==> src/rtl/dftfi_ram.sv <==
// ----------------------------------------------------------------------------
// dftfi_ram
// Generic simple dual-port RAM: one write port, one read port with a
// registered read.
// ----------------------------------------------------------------------------
module dftfi_ram #(
	parameter int WIDTH = 32,
	parameter int DEPTH = 64
) (
	input  logic                     clk,
	input  logic                     we,
	input  logic [$clog2(DEPTH)-1:0] waddr,
	input  logic [WIDTH-1:0]         wdata,
	input  logic                     re,
	input  logic [$clog2(DEPTH)-1:0] raddr,
	output logic [WIDTH-1:0]         rdata
);

	logic [WIDTH-1:0] mem_q [DEPTH];
	logic [WIDTH-1:0] rdata_q;

	always_ff @(posedge clk) begin
		if (we) begin
			mem_q[waddr] <= wdata;
		end
		if (re) begin
			rdata_q <= mem_q[raddr];
		end
	end

	assign rdata = rdata_q;

endmodule

==> config.mk <==
export PLATFORM = sky130hd
export DESIGN_NAME = dftfi_ram
export DESIGN_NICKNAME = d
export VERILOG_FILES = /design/src/rtl/dftfi_ram.sv
export SDC_FILE = /design/constraint.sdc
export NUM_CORES = 2
export LEC_CHECK = 0
export BUFFER_PORTS_ARGS = -buffer_cell sky130_fd_sc_hd__buf_2
export CORE_UTILIZATION = 35
export CTS_CLUSTER_DIAMETER = 120
export DETAILED_ROUTE_END_ITERATION = 8
export HOLD_SLACK_MARGIN = 0.1
export PLACE_DENSITY_LB_ADDON = 0.12
export SYNTH_ARGS = -nofsm -noshare
export SYNTH_HDL_FRONTEND = slang
export SYNTH_SLANG_ARGS = --single-unit
==> constraint.sdc <==
create_clock -name clk -period 6.5 [get_ports clk]
set_input_delay 0.325 -clock clk [delete_from_list [all_inputs] [get_ports clk]]
set_output_delay 0.325 -clock clk [all_outputs]
set_load 0.05 [all_outputs]
### Word level (Yosys, flattened, before mapping)

Memories as Yosys holds them, arrays and structs flattened. A register that Yosys moved wholly into a read port is not among the register bits.
Cells that the tools add are included.

* mux-type cells: 2

Operators with widths (count)
* 2-to-1 mux 1 bit: 2

* memories kept: 1
* word-level logic and storage cells: 3
* input port bits: 47
* register bits after elaboration: 0
* bits in writable memories: 2048
* output and inout bits: 32

Memories
* mem_q: depth 64, width 32, read ports 1, clocked after Yosys merged registers in 1, write ports 1, RTL line 19 `logic [WIDTH-1:0] mem_q [DEPTH];`

### Longest topological paths before layout

* depth in word-level cells: 2
* depth in mapped cells: 10
* mapped depth without buffers: 5

### Least setup slack after synthesis

Ideal clock, no wire load.

* kind: input to register
* from: input port waddr[3]
* to: memory mem_q[48][0], enable pin
* data arrival time: 3.024 ns
* buffers on the path: 1
* cell stages on the path: 4
* required time: 6.039 ns
* library setup time: 0.461 ns
* setup slack: 3.015 ns
* path through: clkbuf_1 nor2b_1 nand4b_1 nor3_1

RTL lines
* start, declared: RTL line 12 `input logic [$clog2(DEPTH)-1:0] waddr,`
* end, declared: RTL line 19

No word-level cell before the write port.

### Worst setup path in the final report

* from: input port waddr[1]
* to: memory mem_q[7][15], enable pin

No word-level cell before the write port.

==> results.txt <==
The slack of the worst reg-to-reg path is roughly 3.9 ns. The number of standard cells in the layout, taps in and fillers out is 6745. Buffers added to address setup during post-CTS repair amount to 0.

The hold violation count in the final report is 0. The die area came out at 0.2271 mm^2. Yosys attributes the largest share of cell area to edfxtp_1 79%, mux4_2 16%, mux2i_1 1.2%.

After floorplanning, the core was divided into 173 placement rows. In this run the critical register-to-register path is launched from mem_q[31][21]$_DFFE_PP_. The total core area is between 0.2 and 0.25 mm^2. The peak supply drop is 0.0002547 V. The fmax came out at between 300 and 400 MHz. The share of synthesized area in the top cell type comes to 0.7923. The I/O pin count is 79. The net count of the mapped netlist is 3371. The element type at the critical path end is a flop. The wire length after detailed routing came out at 229.5 mm. In this run the most critical hold path is launched from wdata[27]. The insertion delay to the later sink of the worst-skew pair is roughly 0.86 ns. The remaining global-route overflow came out at 0.

The end point of the worst hold path is mem_q[32][27]$_DFFE_PP_. The fraction of the cycle the final worst path needs came out at 0.4864. Max-cap violations in this run came to 0. The count of pins over their slew limit came out at 0. For this configuration, the core starts out at a cell density of 0.3536. The sum of internal, switching and leakage power came out at 28.39 mW. The combined area of all synthesized cells came out at 0.07884 mm^2.

The global-route wire length before repair is 317.5 mm. The register clock-pin slew on the reported worst setup and hold paths is 0.06 ns. In the routed design, unresolved DRC markers number 0. The classification of the worst setup path is in2reg. Setup total negative slack on the finished layout was measured at 0 ns. The number of port buffers is slightly below 80. The dominant synthesized flop cell is edfxtp_1. The signal on the critical path passes through dlygate4sd3_1 > buf_2 > nand4_1 > nor2_4 > buf_4. The async set-reset flop share out of synthesis came out at 0. The count of unique library cells instantiated by Yosys is 33. The maximum number of pins on one net before global-route repair came out at 78. The measured slew at the worst slew-check pin came out at around 1.3 ns. For this block, the initial DRC count from the detailed router was around 3.8k. The worst-case reg-to-reg path depth came out at 4. The worst slew slack as a fraction of its limit is 0.1557. The endpoint of the worst register-to-register path is rdata[21]$_DFFE_PP_. edfxtp_1 takes more of the synthesized area than any other cell. The overall track demand over capacity in global routing came out at 0.2024. The die outline width is about 480 um. The routed via count divided by cell count is 5.462. After detailed routing, the average wire length per cell comes to around 34 um. For this run, the slowest stage of the critical path takes 1.17 ns. The area growth from synthesis to final layout is 14.96%. The minimum clock period after layout is 3.162 ns.

The most used standard cell by instance count after synthesis is edfxtp_1. The number of nets with antenna violations after detailed routing came out at 0. The number of endpoints failing setup at the final stage is 0. Setup repair after global routing left no endpoint under its margin. The number of antenna violations at the first check in global routing is 20.

The total power divided by cell area came out at 313.2 mW/mm^2. Hold repair after CTS inserted 11 buffers. The post-cts repair resize count came out at 0.

After synthesis, the most frequently instantiated cells are 2080 x edfxtp_1, 544 x mux4_2, 137 x nor2_1, 93 x mux2i_1, 84 x o22ai_1. In this run the deepest clock path goes through 3 buffers. The first detailed-routing pass ran for 7 iterations. The min-delay analysis places its worst path in the category in2reg.

The vias after detailed routing came out at 36.84k. The number of enable-type register cells in the synthesized netlist came out at 2080. The sum of net half-perimeters after detailed placement is 121.2 mm. The run finished with clean final reports.

The H-tree generated during clock tree synthesis spans 4 levels. The number of warnings printed during yosys synthesis came out at 0. The CTS tree is yes. At the end of routability-driven placement, the weighted congestion stood at ~0.74.

In this run the static leakage power is 27.82 nW. Data arrives at the worst endpoint at 3.67 ns. The worst setup path is launched from an input pin. The worst-path maximum fanout came out at 19.

The die is 476.6 um tall. The setup skew after layout came out at 0.02963 ns. The final layout contains approximately 3.6k nets. The clock buffer count from CTS came out at around 220. The post-placement cell count came out at 6331. The ratio of cells with drive above 1 in the final layout came out at 0.2975. The slowest stage of the critical path is the nor2_4 cell. The via count of the first global-routing pass is 37.95k. The number of inserted filler cells in the final layout is approximately 19k. The worst endpoint required time came out at 7.01 ns.

Clock tree synthesis selected as its root buffer the cell clkbuf_16. Counting flops and latches in the post-synthesis netlist gives roughly 2.1k. The number of instances in the synthesized netlist came out at 3324. After synthesis, the mean cell area works out to ~24 um^2. The clock net in this run drives a total of 2080 sinks. The worst hold path was traced through 2 stages.

The share of synthesized area occupied by flip-flops and latches is 0.7923.
## routing by layer
layer / vias to the layer above / global-route usage / wire (um)
met3: 281 / 0.03579 / 13790
li1: 14880 / - / -
met4: 4 / 0.05859 / 5899
met2: 1224 / 0.3259 / 111200
met5: - / 0 / 24
met1: 20460 / 0.2816 / 98610
## through the flow
step           hold WS [ns]  utilization  worst slack, ns  instance area (um^2)
6_report             0.1345       0.4065            3.338                 90630
5_1_grt              0.1417       0.4064            3.332                 90620
4_1_cts              0.1094       0.4064            3.406                 90610
3_5_place_dp         0.8167       0.3754            2.571                 83700
3_3_place_gp         0.8552       0.3754            2.518                 83700
2_1_floorplan        0.4239            -            3.015                 78840
## state kept, by name, indices dropped and copies added, names as in the netlist
register / count
mem_q: 2048
rdata: 32
## final cells by class
class,count,area [um^2],area share
multi-input cells,1062,15970,0.1762
repair buffers,225,1658,0.01829
clock buffers,280,5816,0.06417
clock inverters,114,983.4,0.01085
flip-flops and latches,2080,62460,0.6892
well taps,2975,3722,0.04107
diodes,9,22.52,0.0002485
## report_power, final
group	internal, mW	switching (mW)
sequential	14.9	0.0473
clock	6.84	5.19
combinational	0.489	0.935
total	22.2	6.17
## cell families after synthesis
group	Yosys count	synth area share
AND/OR/NAND/NOR	223	0.01260
multiplexers	637	0.1672
buffers and inverters	182	0.01124
AO/OA/AOI/OAI	202	0.01666
flip-flops	2080	0.7923
## critical path, delay by kind of cell
family | cells | cell delay, ns
simple gates | 2 | 1.90
buf+inv | 3 | 1.40
## layout by cell type (no fill, tap or decap), drive strengths merged
master / n
o22ai: 84
nor3: 7
nand2: 26
or3: 3
o221ai: 27
nand3b: 5
or2: 3
inv: 11
or3b: 5
and2: 2
clkbuf: 280
nor2: 137
mux4: 544
and3: 4
nand4: 2
a31oi: 1
diode: 9
edfxtp: 2080
nand2b: 8
clkinv: 85
nand4b: 1
a22oi: 12
clkinvlp: 4
nand3: 5
a41o: 4
buf: 214
o32ai: 4
a21oi: 62
mux2i: 93
bufinv: 14
a311oi: 8
dlygate4sd3: 11
nor2b: 15
## worst max-delay path by stage
stage	slack, ns	cells past startpoint	end	start
2_1_floorplan	3.02	4	mem_q[48][0]$_DFFE_PP_	waddr[3]
3_3_place_gp	2.52	7	rdata[21]$_DFFE_PP_	raddr[1]
3_5_place_dp	2.57	7	rdata[21]$_DFFE_PP_	raddr[1]
4_1_cts	3.41	5	mem_q[7][6]$_DFFE_PP_	waddr[1]
5_1_grt	3.33	6	mem_q[29][6]$_DFFE_PP_	waddr[2]
6_report	3.34	5	mem_q[7][15]$_DFFE_PP_	waddr[1]
Power figures use the tool's default switching activity.
