File: src/rtl/dftfi_pkg.sv
// ----------------------------------------------------------------------------
// dftfi_pkg
// Shared types, constants and twiddle table for the direct DFT block.
// ----------------------------------------------------------------------------
package dftfi_pkg;

	// Fixed widths of the result fields.
	localparam int OUT_W = 24;
	localparam int IDX_W = 6;

	// The twiddle circle always has 64 points; the quarter table is Q1.15.
	localparam int ROM_LOG2 = 6;
	localparam int QCOS_W   = 16;

	typedef logic [ROM_LOG2-1:0] phase_t;

	localparam phase_t QUARTER    = phase_t'(16);
	localparam phase_t HALF       = phase_t'(32);
	localparam phase_t SIN_OFFSET = phase_t'(48);

	// cos over one quarter circle, cos(0) held as 32767.
	localparam logic [QCOS_W-1:0] QCOS [17] = '{
		16'd32767, 16'd32610, 16'd32138, 16'd31357, 16'd30274, 16'd28899,
		16'd27246, 16'd25330, 16'd23170, 16'd20788, 16'd18205, 16'd15447,
		16'd12540, 16'd9512,  16'd6393,  16'd3212,  16'd0
	};

	// Configuration register indexes.
	localparam int CFG_IDX_W  = 1;
	localparam int CFG_DATA_W = 3;
	localparam logic [CFG_IDX_W-1:0] CFG_INVERSE_MODE = 1'b0;
	localparam logic [CFG_IDX_W-1:0] CFG_LOG2_LENGTH  = 1'b1;
	localparam logic [2:0]           LOG2_LENGTH_RST  = 3'd6;

	typedef enum logic [1:0] {
		ST_LOAD = 2'b01,
		ST_RUN  = 2'b10
	} state_t;

	// Control tag that travels alongside each term through the MAC pipeline.
	typedef struct packed {
		logic             valid;
		logic             first;
		logic             last;
		logic             end_bin;
		logic [IDX_W-1:0] bin_index;
	} mac_tag_t;

	// Quadrant decode: which quarter-table entry and whether to negate.
	typedef struct packed {
		logic       neg;
		logic [4:0] idx;
	} tw_sel_t;

	function automatic tw_sel_t tw_decode(input phase_t m);
		tw_sel_t r;
		begin
			if (m <= QUARTER) begin
				r.neg = 1'b0;
				r.idx = 5'(m);
			end else if (m <= HALF) begin
				r.neg = 1'b1;
				r.idx = 5'(HALF - m);
			end else if (m <= phase_t'(HALF + QUARTER)) begin
				r.neg = 1'b1;
				r.idx = 5'(m - HALF);
			end else begin
				r.neg = 1'b0;
				r.idx = 5'(phase_t'(0) - m);
			end
			return r;
		end
	endfunction

endpackage

File: src/rtl/dftfi_twiddle.sv
// ----------------------------------------------------------------------------
// dftfi_twiddle
// Twiddle lookup: cos and sin of a 64-point circle from the quarter table,
// scaled to the twiddle width, registered.
// ----------------------------------------------------------------------------
module dftfi_twiddle #(
	parameter int TWIDDLE_BITS = 16
) (
	input  logic                           clk,
	input  logic                           en,
	input  dftfi_pkg::phase_t              phase,
	output logic signed [TWIDDLE_BITS-1:0] cos_s1,
	output logic signed [TWIDDLE_BITS-1:0] sin_s1
);

	dftfi_pkg::tw_sel_t                sel_c;
	dftfi_pkg::tw_sel_t                sel_s;
	logic [dftfi_pkg::QCOS_W-1:0]      mag_c;
	logic [dftfi_pkg::QCOS_W-1:0]      mag_s;
	logic [TWIDDLE_BITS-1:0]           sc_c;
	logic [TWIDDLE_BITS-1:0]           sc_s;
	logic signed [TWIDDLE_BITS-1:0]    cos_d;
	logic signed [TWIDDLE_BITS-1:0]    sin_d;

	assign sel_c = dftfi_pkg::tw_decode(phase);
	assign sel_s = dftfi_pkg::tw_decode(dftfi_pkg::phase_t'(phase + dftfi_pkg::SIN_OFFSET));
	assign mag_c = dftfi_pkg::QCOS[sel_c.idx];
	assign mag_s = dftfi_pkg::QCOS[sel_s.idx];

	// The magnitude is scaled before the sign is applied.
	generate
		if (TWIDDLE_BITS <= dftfi_pkg::QCOS_W) begin : g_narrow
			assign sc_c = TWIDDLE_BITS'(mag_c >> (dftfi_pkg::QCOS_W - TWIDDLE_BITS));
			assign sc_s = TWIDDLE_BITS'(mag_s >> (dftfi_pkg::QCOS_W - TWIDDLE_BITS));
		end else begin : g_wide
			assign sc_c = TWIDDLE_BITS'(mag_c) << (TWIDDLE_BITS - dftfi_pkg::QCOS_W);
			assign sc_s = TWIDDLE_BITS'(mag_s) << (TWIDDLE_BITS - dftfi_pkg::QCOS_W);
		end
	endgenerate

	assign cos_d = sel_c.neg ? -$signed(sc_c) : $signed(sc_c);
	assign sin_d = sel_s.neg ? -$signed(sc_s) : $signed(sc_s);

	always_ff @(posedge clk) begin
		if (en) begin
			cos_s1 <= cos_d;
			sin_s1 <= sin_d;
		end
	end

endmodule

File: config.mk
export PLATFORM = sky130hd
export DESIGN_NAME = dftfi_twiddle
export DESIGN_NICKNAME = d
export VERILOG_FILES = /design/src/rtl/dftfi_pkg.sv /design/src/rtl/dftfi_twiddle.sv
export SDC_FILE = /design/constraint.sdc
export NUM_CORES = 1
export LEC_CHECK = 0
export BUFFER_PORTS_ARGS = -buffer_cell sky130_fd_sc_hd__buf_2
export CORE_MARGIN = 5
export CORE_UTILIZATION = 50
export CTS_BUF_LIST = sky130_fd_sc_hd__clkbuf_4 sky130_fd_sc_hd__clkbuf_8
export CTS_CLUSTER_SIZE = 16
export DETAILED_ROUTE_END_ITERATION = 10
export PLACE_DENSITY = 0.7
export SETUP_SLACK_MARGIN = 0.05
export SYNTH_ARGS = -nofsm -noshare
export SYNTH_HDL_FRONTEND = slang
export SYNTH_SLANG_ARGS = --single-unit
File: constraint.sdc
create_clock -name clk -period 11.05 [get_ports clk]
set_clock_uncertainty 0.1 [all_clocks]
set_input_delay 1.6575 -clock clk [delete_from_list [all_inputs] [get_ports clk]]
set_output_delay 1.6575 -clock clk [all_outputs]
set_load 0.02 [all_outputs]
# Word level (Yosys, flattened, before mapping)
# Memories as Yosys holds them, arrays and structs flattened.
# Cells that the tools add are included.
# Widths: inputs -> output; s select.
op_classes:
  muxes: 12
  n_lt_le_gt_ge: 8
  bitwise: 2
  n_addsub: 9
op_table:
  columns: ["cell", "n"]
  rows:
  - ["$mux 16", 6]
  - ["$mux 6", 6]
  - ["$neg 16->16", 2]
  - ["$le 6x6->1 const B", 4]
  - ["$sub 1x5->5 const A", 4]
  - ["$ge 6x6->1 const B", 2]
  - ["$le 6x5->1 const B", 2]
  - ["$not 5->6", 2]
  - ["$sub 5x1->5 const B", 2]
  - ["$add 6x6->6 const B", 1]
word_totals:
  mem_bits_ro: 1024
  in_bits: 8
  register_bits: 32
  n_memories: 2
  word_cells: 35
memory_table:
  columns: ["memory", "words", "word_bits", "rd", "rd_clocked_by_memory_dff", "write_ports", "line", "source"]
  rows:
  - ["(name not given)", 32, 16, 1, 0, 0, "dftfi_twiddle.sv:28", "assign mag_s = dftfi_pkg::QCOS[sel_s.idx];"]
  - ["(name not given)", 32, 16, 1, 0, 0, "dftfi_twiddle.sv:27", "assign mag_c = dftfi_pkg::QCOS[sel_c.idx];"]

# Logic depth before layout (Yosys ltp)
depth:
  depth_word: 11
  ltp_mapped: 18
  ltp_nobuf: 16

# Least setup slack after synthesis
# Ideal clock, no wire load.
synth_path:
  path_kind: "input -> register"
  from: "input phase[0]"
  to: "register sin_s1[8], data pin"
  path_slack_ps: 5713
  n_path_buf: 1
  t_arrival_ps: 4971
  cell_stages: 14
  cell_sequence: "buf_2 inv_1 ha_1 or3b_4 a211oi_4 o211ai_2 ha_1 or3_1 a41o_1 a21o_1 ha_1 o2111ai_1 o21ai_0 xor2_1"
synth_between:
  elab_chain_len: 11
  word_cells_on_any_way: 16
  classes_between: "5 x add/sub; 3 x order compare; 6 x mux; 1 x bitwise; 1 x memory"
synth_lines:
  columns: ["item", "line", "source"]
  rows:
  - ["start, declared", "dftfi_twiddle.sv:11", "input dftfi_pkg::phase_t phase,"]
  - ["$add 6x6->6 (*)", "dftfi_twiddle.sv:26", "assign sel_s = dftfi_pkg::tw_decode(dftfi_pkg::phase_t'(phase + dftfi_pkg::SIN_OFFSET));"]
  - ["$sub 1x5->5, or another cell as far along", "dftfi_pkg.sv:63, dftfi_pkg.sv:69", null]
  - ["$mux 6", "dftfi_pkg.sv:64", "end else if (m <= phase_t'(HALF + QUARTER)) begin"]
  - ["$mux 6", "dftfi_pkg.sv:61", "end else if (m <= HALF) begin"]
  - ["$mux 6 (*)", "dftfi_pkg.sv:58", "if (m <= QUARTER) begin"]
  - ["$not 5->6 (not written as such)", "dftfi_twiddle.sv:28", null]
  - ["$mem_v2 32x16", null, null]
  - ["$mux 16 (not written as such) (2 in series)", "dftfi_twiddle.sv:28", null]
  - ["$neg 16->16", "dftfi_twiddle.sv:42", "assign sin_d = sel_s.neg ? -$signed(sc_s) : $signed(sc_s);"]
  - ["$mux 16 (*)", "dftfi_twiddle.sv:42", null]
  - ["via sin_d[8]", "dftfi_twiddle.sv:23", "logic signed [TWIDDLE_BITS-1:0] sin_d;"]
  - ["end signal, assigned", "dftfi_twiddle.sv:47", "sin_s1 <= sin_d;"]
  - ["end, declared", "dftfi_twiddle.sv:13", "output logic signed [TWIDDLE_BITS-1:0] sin_s1"]
# The timed path passes the listed nets; every way through them passes the cells marked *. The select of a mux whose other input is x is not followed.
# A chain may end at the register's enable or synchronous reset.

# Worst setup path after layout
# Ends and elaborated chain as after synthesis.

==> results.py <==
metrics = {
    "floorplan": {
        "initial_core_util": 0.5168,
        "die_area_sq_mm": 0.008284,
        "ios": 40,
        "die_h_microns": 91.02,
        "coreArea_sq_mm": 0.006350,
        "num_rows": 29,
        "die_w_microns": 91.02,
    },
    "setup_path": {
        "cp_data_arrival_time_ns": 6.03,
        "end_kind": "flip-flop",
        "crit_required_ns": 10.96,
        "crit_path_start_kind": "input pin",
        "crit_type": "in -> reg",
        "crit_fanout": 21,
    },
    "cts": {
        "cts_tree": "done",
        "numCtsBuffers": 5,
        "cts_max_level": 2,
        "cts_root_buffer": "clkbuf_8",
        "clkTransAtPathRegs_ns": 0.06,
        "cts_resized": 0,
        "cts.sinks": 32,
        "postCtsSetupRepairBufs": 0,
        "postCtsHoldBufs": 0,
        "clockBufferDepth": 2,
    },
    "finish": {
        "nets": 428,
        "layout_commonest_cell": "buf_2",
        "n_antenna_cell": 0,
        "seq_area_sq_um": 960.9,
        "multi_input_area_sq_mm": 0.002176,
        "area_delta_synth_final_pct": 9.683,
        "layout_common_cells": "buf_2 (39), edfxtp_1 (32), o21ai_0 (30)",
        "fill_cells": 589,
        "drive_gt1_frac": 0.1955,
    },
    "synthesis": {
        "synth-xor-area-share": 0.08883,
        "synth_fa_ha_area_frac": 0.08006,
        "yosysSeqAreaShare": 0.2928,
        "syn_area_sq_mm": 0.003282,
        "synth_top_family_by_area": "compound AO/OA/AOI/OAI gates",
        "syn_nets": 397,
        "yosysWarnings": 0,
        "ys_seq_elements": 32,
        "synthSimpleGateAreaFrac": 0.1876,
        "synth_edf_count": 32,
        "synth_cells": 368,
        "synth_ff_type": "edfxtp_1",
        "synth.distinct_cells": 73,
        "async_flop_share": 0,
        "synth_compound_area_frac": 0.2878,
        "postSynthAreaPerCell_sq_um": 8.918,
        "synth.area.mux_share": 0.01868,
    },
    "worst_hold_path": {
        "hold_class": "in -> reg",
    },
    "global_routing": {
        "gr-usage-met2": 0.3107,
        "grt_pass1_vias": 2777,
        "grt_util_met1": 0.2980,
        "grt_max_degree": 33,
        "grt_pass1_wl_microns": 14230,
        "antenna_found_initial": 0,
        "grt_use_total": 0.2070,
        "busiest_layer": "met2",
        "grt_use_met3": 0.03058,
        "grt_overflow": 0,
    },
    "sta": {
        "max_slew.worst_pin.slew_ns": 0.8169,
        "slew_headroom": 0.4527,
        "finalMaxSlewViolations": 0,
        "final.period_utilization": 0.5534,
        "fmax_mhz": 163.5,
        "timing.hold.ws_ns": 1.862,
        "setup_viol_count_final": 0,
        "fin_setup_tns_ns": 0,
        "hold_viol": 0,
        "rsz0062_at_grt": "no",
        "finalCriticalPeriod_ns": 6.115,
    },
    "flow_run": {
        "max-cap-violations": 0,
    },
    "drt": {
        "vias_per_cell": 6.378,
        "first_iter_violations": 289,
        "vias": 3036,
        "wl_per_cell_microns": 18.02,
        "first_pass_iters": 5,
        "ant_nets": 0,
        "drc": 0,
        "routed_wl_microns": 8579,
    },
    "placement": {
        "dp_hpwl_microns": 6431,
        "portBuffers": 39,
        "globalplace.congestion": 1.011,
    },
    "power": {
        "leakagePower_nw": 1.424,
        "totalPowerFinal_mw": 0.5106,
        "powerDensity_mw_per_mm2": 141.9,
        "ir_drop_v": 0.0001251,
    },
    "run_status": {
        "outcome": "finished clean",
    },
}
[sequential cells by signal (all words and copies together), names as in the netlist]
name	flops
cos_s1	16
sin_s1	16
[cell usage after synthesis, drive strengths merged, types with 3 or more instances]
cell	number	area [sq um]
o21ai	37	188.9
edfxtp	32	960.9
nand2	29	111.4
nor2	26	97.59
ha	21	262.8
a21oi	17	88.84
inv	16	60.06
xnor2	16	155.2
nand3	13	65.06
xor2	13	113.9
a211oi	12	125.1
nor3	12	65.06
clkbuf	11	41.29
a31oi	9	56.30
nor4	9	68.81
buf	8	43.78
o211ai	8	75.08
o31ai	7	71.32
a21o	6	45.04
mux2i	5	50.05
or3	5	31.28
nand4	4	25.02
a2111oi	3	26.28
and2	3	18.77
and3	3	18.77
o2111ai	3	26.28
[metrics by stage]
| stage | instance area (sq um) | cells | worst slack [ns] | util |
|---|---|---|---|---|
| after floorplan | 3282 | 368 | 5.713 | - |
| after global placement | 3518 | 469 | 4.723 | 0.5541 |
| after detailed placement | 3518 | 469 | 4.692 | 0.5541 |
| after CTS | 3600 | 476 | 4.967 | 0.5669 |
| after global routing | 3600 | 476 | 4.639 | 0.5669 |
| final | 3600 | 476 | 4.935 | 0.5669 |
[path summary, 6_finish.rpt]
kind / start / end / slack [ns] / cells past startpoint
max: phase[0] / sin_s1[8] / 4.93 / 13
min: en / sin_s1[13] / 1.86 / 1
[worst max-delay path, cell delays in order]
cell	delay, ns
buf_2	0.23
inv_1	0.27
ha_1	0.67
or3b_4	0.51
a211oi_4	0.40
o211ai_2	0.28
ha_1	0.39
or3_1	0.43
a2111oi_0	0.58
a21oi_2	0.12
o211ai_2	0.17
o21ai_0	0.16
xor2_1	0.16
[per-layer routing]
metal | vias to the layer above | part of all wire
met3 | 21 | 0.075
met4 | 0 | 0.025
li1 | 1472 | -
met1 | 1405 | 0.46
met2 | 138 | 0.44
met5 | - | 0
[cell type report]
| type | instances | area share |
|---|---|---|
| sequential | 32 | 0.2669 |
| clock buffer | 6 | 0.02120 |
| multi-input combinational | 301 | 0.6045 |
| tap | 77 | 0.02676 |
| inverter | 16 | 0.01668 |
| clock inverter | 1 | 0.001390 |
| timing repair buffer | 43 | 0.06257 |
[report_power, final]
part           internal, mW  leakage, nW  switching, mW
Combinational        0.0881         1.07          0.165
Clock                0.0451       0.0445         0.0379
Sequential            0.169        0.311        0.00498
Total                 0.303         1.42          0.208
[cell families (layout without fill, tap and decap cells)]
kind of cell             after synthesis  after routing
XOR/XNOR                              30             30
multiplexers                           6              6
AO/OA/AOI/OAI                        128            128
buffers and inverters                 35             66
AND/OR/NAND/NOR                      116            116
flip-flops                            32             32
adder cells (fa/ha/maj)               21             21
Note: power is estimated with default switching activity, not from simulation.
