## src/rtl/dftfi_pkg.sv

```systemverilog
// ----------------------------------------------------------------------------
// dftfi_pkg
// Shared types, constants and twiddle table for the direct DFT block.
// ----------------------------------------------------------------------------
package dftfi_pkg;

	// Fixed widths of the result fields.
	localparam int OUT_W = 24;
	localparam int IDX_W = 6;

	// The twiddle circle always has 64 points; the quarter table is Q1.15.
	localparam int ROM_LOG2 = 6;
	localparam int QCOS_W   = 16;

	typedef logic [ROM_LOG2-1:0] phase_t;

	localparam phase_t QUARTER    = phase_t'(16);
	localparam phase_t HALF       = phase_t'(32);
	localparam phase_t SIN_OFFSET = phase_t'(48);

	// cos over one quarter circle, cos(0) held as 32767.
	localparam logic [QCOS_W-1:0] QCOS [17] = '{
		16'd32767, 16'd32610, 16'd32138, 16'd31357, 16'd30274, 16'd28899,
		16'd27246, 16'd25330, 16'd23170, 16'd20788, 16'd18205, 16'd15447,
		16'd12540, 16'd9512,  16'd6393,  16'd3212,  16'd0
	};

	// Configuration register indexes.
	localparam int CFG_IDX_W  = 1;
	localparam int CFG_DATA_W = 3;
	localparam logic [CFG_IDX_W-1:0] CFG_INVERSE_MODE = 1'b0;
	localparam logic [CFG_IDX_W-1:0] CFG_LOG2_LENGTH  = 1'b1;
	localparam logic [2:0]           LOG2_LENGTH_RST  = 3'd6;

	typedef enum logic [1:0] {
		ST_LOAD = 2'b01,
		ST_RUN  = 2'b10
	} state_t;

	// Control tag that travels alongside each term through the MAC pipeline.
	typedef struct packed {
		logic             valid;
		logic             first;
		logic             last;
		logic             end_bin;
		logic [IDX_W-1:0] bin_index;
	} mac_tag_t;

	// Quadrant decode: which quarter-table entry and whether to negate.
	typedef struct packed {
		logic       neg;
		logic [4:0] idx;
	} tw_sel_t;

	function automatic tw_sel_t tw_decode(input phase_t m);
		tw_sel_t r;
		begin
			if (m <= QUARTER) begin
				r.neg = 1'b0;
				r.idx = 5'(m);
			end else if (m <= HALF) begin
				r.neg = 1'b1;
				r.idx = 5'(HALF - m);
			end else if (m <= phase_t'(HALF + QUARTER)) begin
				r.neg = 1'b1;
				r.idx = 5'(m - HALF);
			end else begin
				r.neg = 1'b0;
				r.idx = 5'(phase_t'(0) - m);
			end
			return r;
		end
	endfunction

endpackage

```

## src/rtl/dftfi_cmac.sv

```systemverilog
// ----------------------------------------------------------------------------
// dftfi_cmac
// Shared complex multiply-accumulate unit: four products registered, then
// one accumulate stage per real and imaginary part.
// ----------------------------------------------------------------------------
module dftfi_cmac #(
	parameter int SAMPLE_BITS  = 16,
	parameter int TWIDDLE_BITS = 16,
	parameter int ACC_W        = 39
) (
	input  logic                           clk,
	input  logic                           arst_n,
	input  logic                           en,
	input  logic                           inverse,
	input  logic signed [SAMPLE_BITS-1:0]  xr,
	input  logic signed [SAMPLE_BITS-1:0]  xi,
	input  logic signed [TWIDDLE_BITS-1:0] cos_v,
	input  logic signed [TWIDDLE_BITS-1:0] sin_v,
	input  dftfi_pkg::mac_tag_t            tag_in,
	output logic signed [ACC_W-1:0]        acc_re_s3,
	output logic signed [ACC_W-1:0]        acc_im_s3,
	output dftfi_pkg::mac_tag_t            tag_s3
);

	localparam int PW = SAMPLE_BITS + TWIDDLE_BITS;

	logic signed [PW-1:0]    p_rc_s2;
	logic signed [PW-1:0]    p_is_s2;
	logic signed [PW-1:0]    p_ic_s2;
	logic signed [PW-1:0]    p_rs_s2;
	dftfi_pkg::mac_tag_t     tag_s2;
	logic signed [ACC_W-1:0] term_re;
	logic signed [ACC_W-1:0] term_im;

	always_ff @(posedge clk) begin
		if (en) begin
			p_rc_s2 <= PW'(xr) * PW'(cos_v);
			p_is_s2 <= PW'(xi) * PW'(sin_v);
			p_ic_s2 <= PW'(xi) * PW'(cos_v);
			p_rs_s2 <= PW'(xr) * PW'(sin_v);
		end
	end

	// Forward multiplies by the conjugate twiddle, inverse by the twiddle.
	always_comb begin
		if (inverse) begin
			term_re = ACC_W'(p_rc_s2) - ACC_W'(p_is_s2);
			term_im = ACC_W'(p_ic_s2) + ACC_W'(p_rs_s2);
		end else begin
			term_re = ACC_W'(p_rc_s2) + ACC_W'(p_is_s2);
			term_im = ACC_W'(p_ic_s2) - ACC_W'(p_rs_s2);
		end
	end

	always_ff @(posedge clk) begin
		if (en && tag_s2.valid) begin
			acc_re_s3 <= (tag_s2.first ? '0 : acc_re_s3) + term_re;
			acc_im_s3 <= (tag_s2.first ? '0 : acc_im_s3) + term_im;
		end
	end

	always_ff @(posedge clk or negedge arst_n) begin
		if (!arst_n) begin
			tag_s2 <= '0;
			tag_s3 <= '0;
		end else if (en) begin
			tag_s2 <= tag_in;
			tag_s3 <= tag_s2;
		end
	end

endmodule

```

## config.mk

```make
export PLATFORM = sky130hd
export DESIGN_NAME = dftfi_cmac
export DESIGN_NICKNAME = d
export VERILOG_FILES = /design/src/rtl/dftfi_pkg.sv /design/src/rtl/dftfi_cmac.sv
export SDC_FILE = /design/constraint.sdc
export NUM_CORES = 2
export LEC_CHECK = 0
export BUFFER_PORTS_ARGS = -buffer_cell sky130_fd_sc_hd__clkbuf_2
export CAP_MARGIN = 20
export CORE_MARGIN = 4
export CORE_UTILIZATION = 50
export DETAILED_ROUTE_END_ITERATION = 6
export GPL_TIMING_DRIVEN = 0
export PLACE_DENSITY_LB_ADDON = 0.1
export SYNTH_ARGS = -nofsm -noshare
export SYNTH_HDL_FRONTEND = slang
export SYNTH_SLANG_ARGS = --single-unit
```

## constraint.sdc

```tcl
create_clock -name clk -period 16.7 [get_ports clk]
set_input_delay 1.67 -clock clk [delete_from_list [all_inputs] [get_ports clk]]
set_output_delay 1.67 -clock clk [all_outputs]
set_load 0.02 [all_outputs]
```

==> Word level (Yosys, flattened, before mapping) <==
Index checks and enable logic that the tools add are counted.
W data, S select, Z words.
{ "word_totals": {"elab_cells": 31, "register_bits": 226} }
{ "op_classes": {"muxes": 4, "reduce_logical": 1, "multipliers": 4, "addsub": 6} }
{ "ops": {"columns": ["operator", "n"], "rows": [
  ["$mux W39", 4],
  ["$mul A16 B16 Y32", 4],
  ["$add A39 B39 Y39", 2],
  ["$add A32 B32 Y33", 2],
  ["$sub A32 B32 Y33", 2],
  ["$logic_and A1 B1 Y1", 1]
]} }

==> Longest topological paths before layout <==
{ "depth": {"word_depth": 3, "ltp_mapped": 31} }

==> Worst setup path after synthesis <==
Ideal clock, no wire load.
{ "synth_timing": {"path_kind": "in2reg", "from": "in xi[11]", "to": "reg p_is_s2[31], data pin", "setup_slack_ns": 8.726, "arrival_ns": 7.714, "n_path_buf": 1, "stages": 23, "t_required_ns": 16.440, "cell_sequence": "clkbuf_1 nand2_1 fa_1 fa_1 fa_1 inv_1 fa_1 fa_1 inv_1 fa_1 inv_1 ha_1 a21o_1 a221o_1 o211ai_1 a311oi_1 a41o_1 o41ai_1 o21ai_0 nor3_1 o21bai_1 a21oi_1 xnor2_1"} }
{ "synth_via": {"elab_chain_len": 1} }
{ "synth_rtl": {"columns": ["item", "line_no", "rtl"], "rows": [
  ["from (decl)", "dftfi_cmac.sv:16", "input logic signed [SAMPLE_BITS-1:0] xi,"],
  ["$mul A16 B16 Y32", "dftfi_cmac.sv:38", "p_is_s2 <= PW'(xi) * PW'(sin_v);"],
  ["to (signal assigned)", "dftfi_cmac.sv:38", null],
  ["to (decl)", "dftfi_cmac.sv:28", "logic signed [PW-1:0] p_is_s2;"]
]} }
No other way between the ends.
A chain may end at the register's enable or synchronous reset.

==> Final worst setup path <==
{ "layout_timing": {"from": "in sin_v[15]", "to": "reg p_is_s2[29], data pin"} }
{ "layout_via": {"elab_chain_len": 1} }
{ "layout_rtl": {"columns": ["item", "line_no", "rtl"], "rows": [
  ["from (decl)", "dftfi_cmac.sv:18", "input logic signed [TWIDDLE_BITS-1:0] sin_v,"],
  ["$mul A16 B16 Y32", "dftfi_cmac.sv:38", null]
]} }
No other way between the ends.

==> impl_results.rst <==
.. list-table::
   :header-rows: 1

   * - Metric
     - Value
   * - Worst hold start
     - tag_s2[4]$_DFFE_PN0P_
   * - Cell with the biggest individual delay on the critical path
     - buf_1
   * - Number of synthesized flops with an enable pin
     - approximately 200
   * - Number of antenna violations at the first check in global routing
     - 29
   * - Final HPWL DP
     - 138,300 µm
   * - Clock transition at the registers of the reported paths
     - about 0.070 ns
   * - Arrival @ worst endpoint
     - approximately 10 ns
   * - Maximum count of clock buffers along a single path
     - 3
   * - RR Startpoint
     - p_is_s2[0]$_DFFE_PP_
   * - Vias per inst
     - 5.465
   * - Post-synthesis instance total
     - 5,753
   * - Post-synth cell types
     - 85
   * - Kind of capture point of the worst setup path
     - register
   * - Number of hold buffers added after CTS
     - 0
   * - Transition time of the tightest slew-check pin
     - 1.397 ns
   * - Slew headroom
     - 6.854%
   * - 1st-pass router iterations
     - 7
   * - Buffers inserted by post-CTS timing repair
     - 0
   * - Cell area after technology mapping
     - 54,340 µm²
   * - Clock buffers created by TritonCTS
     - 24
   * - Overflow left after global routing
     - 0
   * - Clk Latency, worst-skew pair
     - 0.56 ns
   * - Pin count of the biggest net entering global routing
     - 114
   * - Syn-to-layout area delta
     - 6.705%
   * - Largest area contributor in the synthesized netlist
     - fa_1
   * - # clock sinks
     - 226
   * - CP max stage delay
     - slightly above 0.9 ns
   * - Number of hold violations in the final report
     - 0
   * - Die Span X
     - roughly 340 µm
   * - H-tree depth
     - 1
   * - Endpoint required time on the critical path
     - 16.92 ns
   * - Final worst path period need
     - 10.03 ns
   * - Critical-path cell list
     - clkbuf_2, inv_1, buf_1, nor2_1, fa_1, fa_1, fa_1, fa_1, fa_1, inv_1, fa_1, inv_1, ha_1, and3_1, a221oi_1, a311oi_1, a41o_1, o41ai_1, o21ai_0, nor3_1, nor2_1, a21oi_1
   * - Proportion of synthesized flip-flops having asynchronous set or reset
     - 8.850%
   * - Count of buffers from port buffering
     - ~170
   * - Area of the core region
     - 107,500 µm²
   * - Initial core utilization
     - between 50 and 60%
   * - Mapped Nets
     - 7,352
   * - Count of unresolved DRC violations after routing
     - 1
   * - Proportion of layout cells with a drive suffix above 1
     - 4.754%
   * - Worst hold-check path type
     - reg -> reg
   * - Cells taking the most area after synthesis
     - fa_1, edfxtp_1, ha_1, inv_1, and2_1
   * - Worst path most repeated cell
     - fa_1
   * - Category of the worst setup path launch point
     - input port
   * - Via Count
     - 40,330
   * - Total routed wirelength
     - 166,700 µm
   * - Final Slew Violations
     - 0
   * - Area share of the largest cell type after synthesis
     - 38.75%
   * - CP top delay family
     - adder cells
   * - Critical path buffers and inverters
     - 5
   * - Flip-flop and latch count after synthesis
     - around 230
   * - Net count, final
     - 7,556
   * - Post-route fraction of the period consumed by the critical path
     - 60.07%
   * - Number of antenna-violating nets in the routed design
     - 0
   * - Launching instance or port of the critical path
     - sin_v[15]
   * - Violated checks
     - design-rule violations
   * - Number of filler instances in the final layout
     - 10,080
   * - Global placement routability congestion
     - 0.9821
   * - TritonCTS clock tree
     - built
   * - Setup Total Neg Slack
     - 0 ns
   * - Core occupancy in the finished layout
     - roughly 54%
   * - First-pass GRT wire length
     - 252,100 µm
   * - Number of cells upsized or downsized after cts
     - 0
   * - Outcome
     - complete, but fails checks
   * - Predominant post-synthesis flop cell
     - edfxtp_1
   * - Setup repair after global routing missed its margin
     - false
   * - Final clock skew
     - 0.02035 ns
   * - Count of final setup violators
     - 0
   * - Highest net fanout along the worst path
     - 11
   * - Vias in the first global route
     - around 41,000
   * - Max-capacitance violation count
     - 0
   * - Violation count after the first detailed-routing iteration
     - 2,904
   * - Root buffer selected by CTS
     - clkbuf_16
   * - Number of warnings reported in the yosys synthesis log
     - 0
   * - Die area
     - 114,000 µm²
   * - Number of placement rows
     - 120
   * - Mean instance size in the synthesized netlist
     - 9.446 µm²
   * - Die outline height
     - 337.7 µm
   * - Wire length per cell after detailed routing
     - ~23 µm
   * - Overall routing resource usage
     - 29.99%
   * - Max Fclk
     - 99.68 MHz
   * - Part of the Yosys area used for sequential elements
     - between 10% and 20%
   * - Category of the critical setup timing path
     - in -> reg
   * - IO Pins
     - 166
worst paths after layout:
path	to	slack (ns)	cells past startpoint
min	tag_s3[4]$_DFFE_PN0P_	0.50	1
max	p_is_s2[29]$_DFFE_PP_	6.67	22
min in group asynchronous	tag_s3[4]$_DFFE_PN0P_	1.07	1
max reg2reg	acc_re_s3[37]$_DFFE_PP_	9.21	27
min reg2reg	tag_s3[4]$_DFFE_PN0P_	0.50	1
max in group asynchronous	tag_s2[5]$_DFFE_PN0P_	15.28	1
cell usage in the layout (no fill, tap or decap), types with 22 or more instances in the layout:
| master | n |
|---|---|
| inv_1 | 1213 |
| fa_1 | 1052 |
| nand2_1 | 556 |
| and2_1 | 499 |
| ha_1 | 469 |
| xnor2_1 | 234 |
| a21oi_1 | 229 |
| edfxtp_1 | 206 |
| clkbuf_1 | 203 |
| nor2_1 | 200 |
| clkbuf_2 | 164 |
| a21o_1 | 109 |
| nor2b_1 | 96 |
| o21ai_0 | 91 |
| xor2_1 | 90 |
| nor3_1 | 56 |
| nand2b_1 | 48 |
| o21bai_1 | 40 |
| o21a_1 | 30 |
| nand3_1 | 29 |
| clkbuf_16 | 25 |
| and3_1 | 22 |
per-stage QoR:
stage | setup slack, ns | std cells | area, µm² | hold slack, ns
after global placement | 6.353 | 7321 | 56920 | 0.4789
after global routing | 6.474 | 7378 | 57980 | 0.5180
after floorplan | 8.726 | 5753 | 54340 | 0.4749
after CTS | 6.864 | 7370 | 57890 | 0.5026
after detailed placement | 6.276 | 7327 | 57060 | 0.4901
final | 6.668 | 7380 | 57990 | 0.5043
state kept, by name (all words and copies together) (netlist names):
signal / cells
tag_s2: 10
p_rs_s2: 32
acc_re_s3: 39
p_is_s2: 32
tag_s3: 10
acc_im_s3: 39
p_rc_s2: 32
p_ic_s2: 32
kinds of logic (layout without fill, tap and decap cells):
family,after synthesis,count (layout),share of synthesized area [%]
AND/OR/NAND/NOR,1578,1578,14.65
flip-flops,226,226,12.30
other,0,3,0
multiplexers,23,23,0.4720
AO/OA/AOI/OAI,652,652,7.766
XOR/XNOR,327,327,5.353
adder cells (fa/ha/maj),1523,1523,49.59
buffers and inverters,1424,1645,9.863
final cells by class:
type,instances,area (µm²),share of cell area (%)
diodes,3,7.507,0.01295
plain buffers,210,795.8,1.372
clock buffers,26,629.4,1.085
clock inverters,17,207.7,0.3582
inverters,1214,4564,7.871
multi-input cells,4103,42300,72.95
flip-flops and latches,226,6686,11.53
well taps,1403,1755,3.027
repair buffers,178,1041,1.795
synthesized netlist by cell type (56+ instances only):
library cell / instances
xor2_1: 90
edfxtp_1: 206
a21oi_1: 229
fa_1: 1052
nor2b_1: 96
nand2_1: 556
nor2_1: 200
clkbuf_1: 202
inv_1: 1213
xnor2_1: 234
nor3_1: 56
a21o_1: 109
ha_1: 469
o21ai_0: 91
and2_1: 500
routing by layer:
metal / share of wire, % / track usage, % / routed length [µm] / vias up
li1: - / - / - / 18190
met4: 5.0 / 11.90 / 8405 / 6
met3: 8.5 / 4.930 / 14220 / 223
met1: 42 / 42.35 / 70570 / 20390
met2: 44 / 46.45 / 73420 / 1520
met5: 0.026 / 0 / 44 / -
worst register-to-register path: stages, from the launching register on:
cell      delay [ns]
edfxtp_1        0.54
nor4_1          0.44
nand3b_1        0.25
nor3_1          0.46
nor2_1          0.10
xnor2_1         0.36
ha_1            0.38
a21o_1          0.20
a221oi_1        0.32
o21ai_0         0.28
o31a_1          0.35
o21a_1          0.18
o21ai_0         0.16
nand2b_1        0.13
a21o_1          0.20
a21oi_1         0.18
xnor2_1         0.15
ha_1            0.31
a21o_1          0.18
a21o_1          0.18
a21oi_1         0.18
o21ai_0         0.14
o41ai_1         0.55
o21ai_0         0.22
or2_2           0.33
a31oi_1         0.20
maj3_1          0.21
xnor2_1         0.06
Power is not shown: default switching activity piles up to over one toggle a cycle in this logic, so the estimate is an artifact.
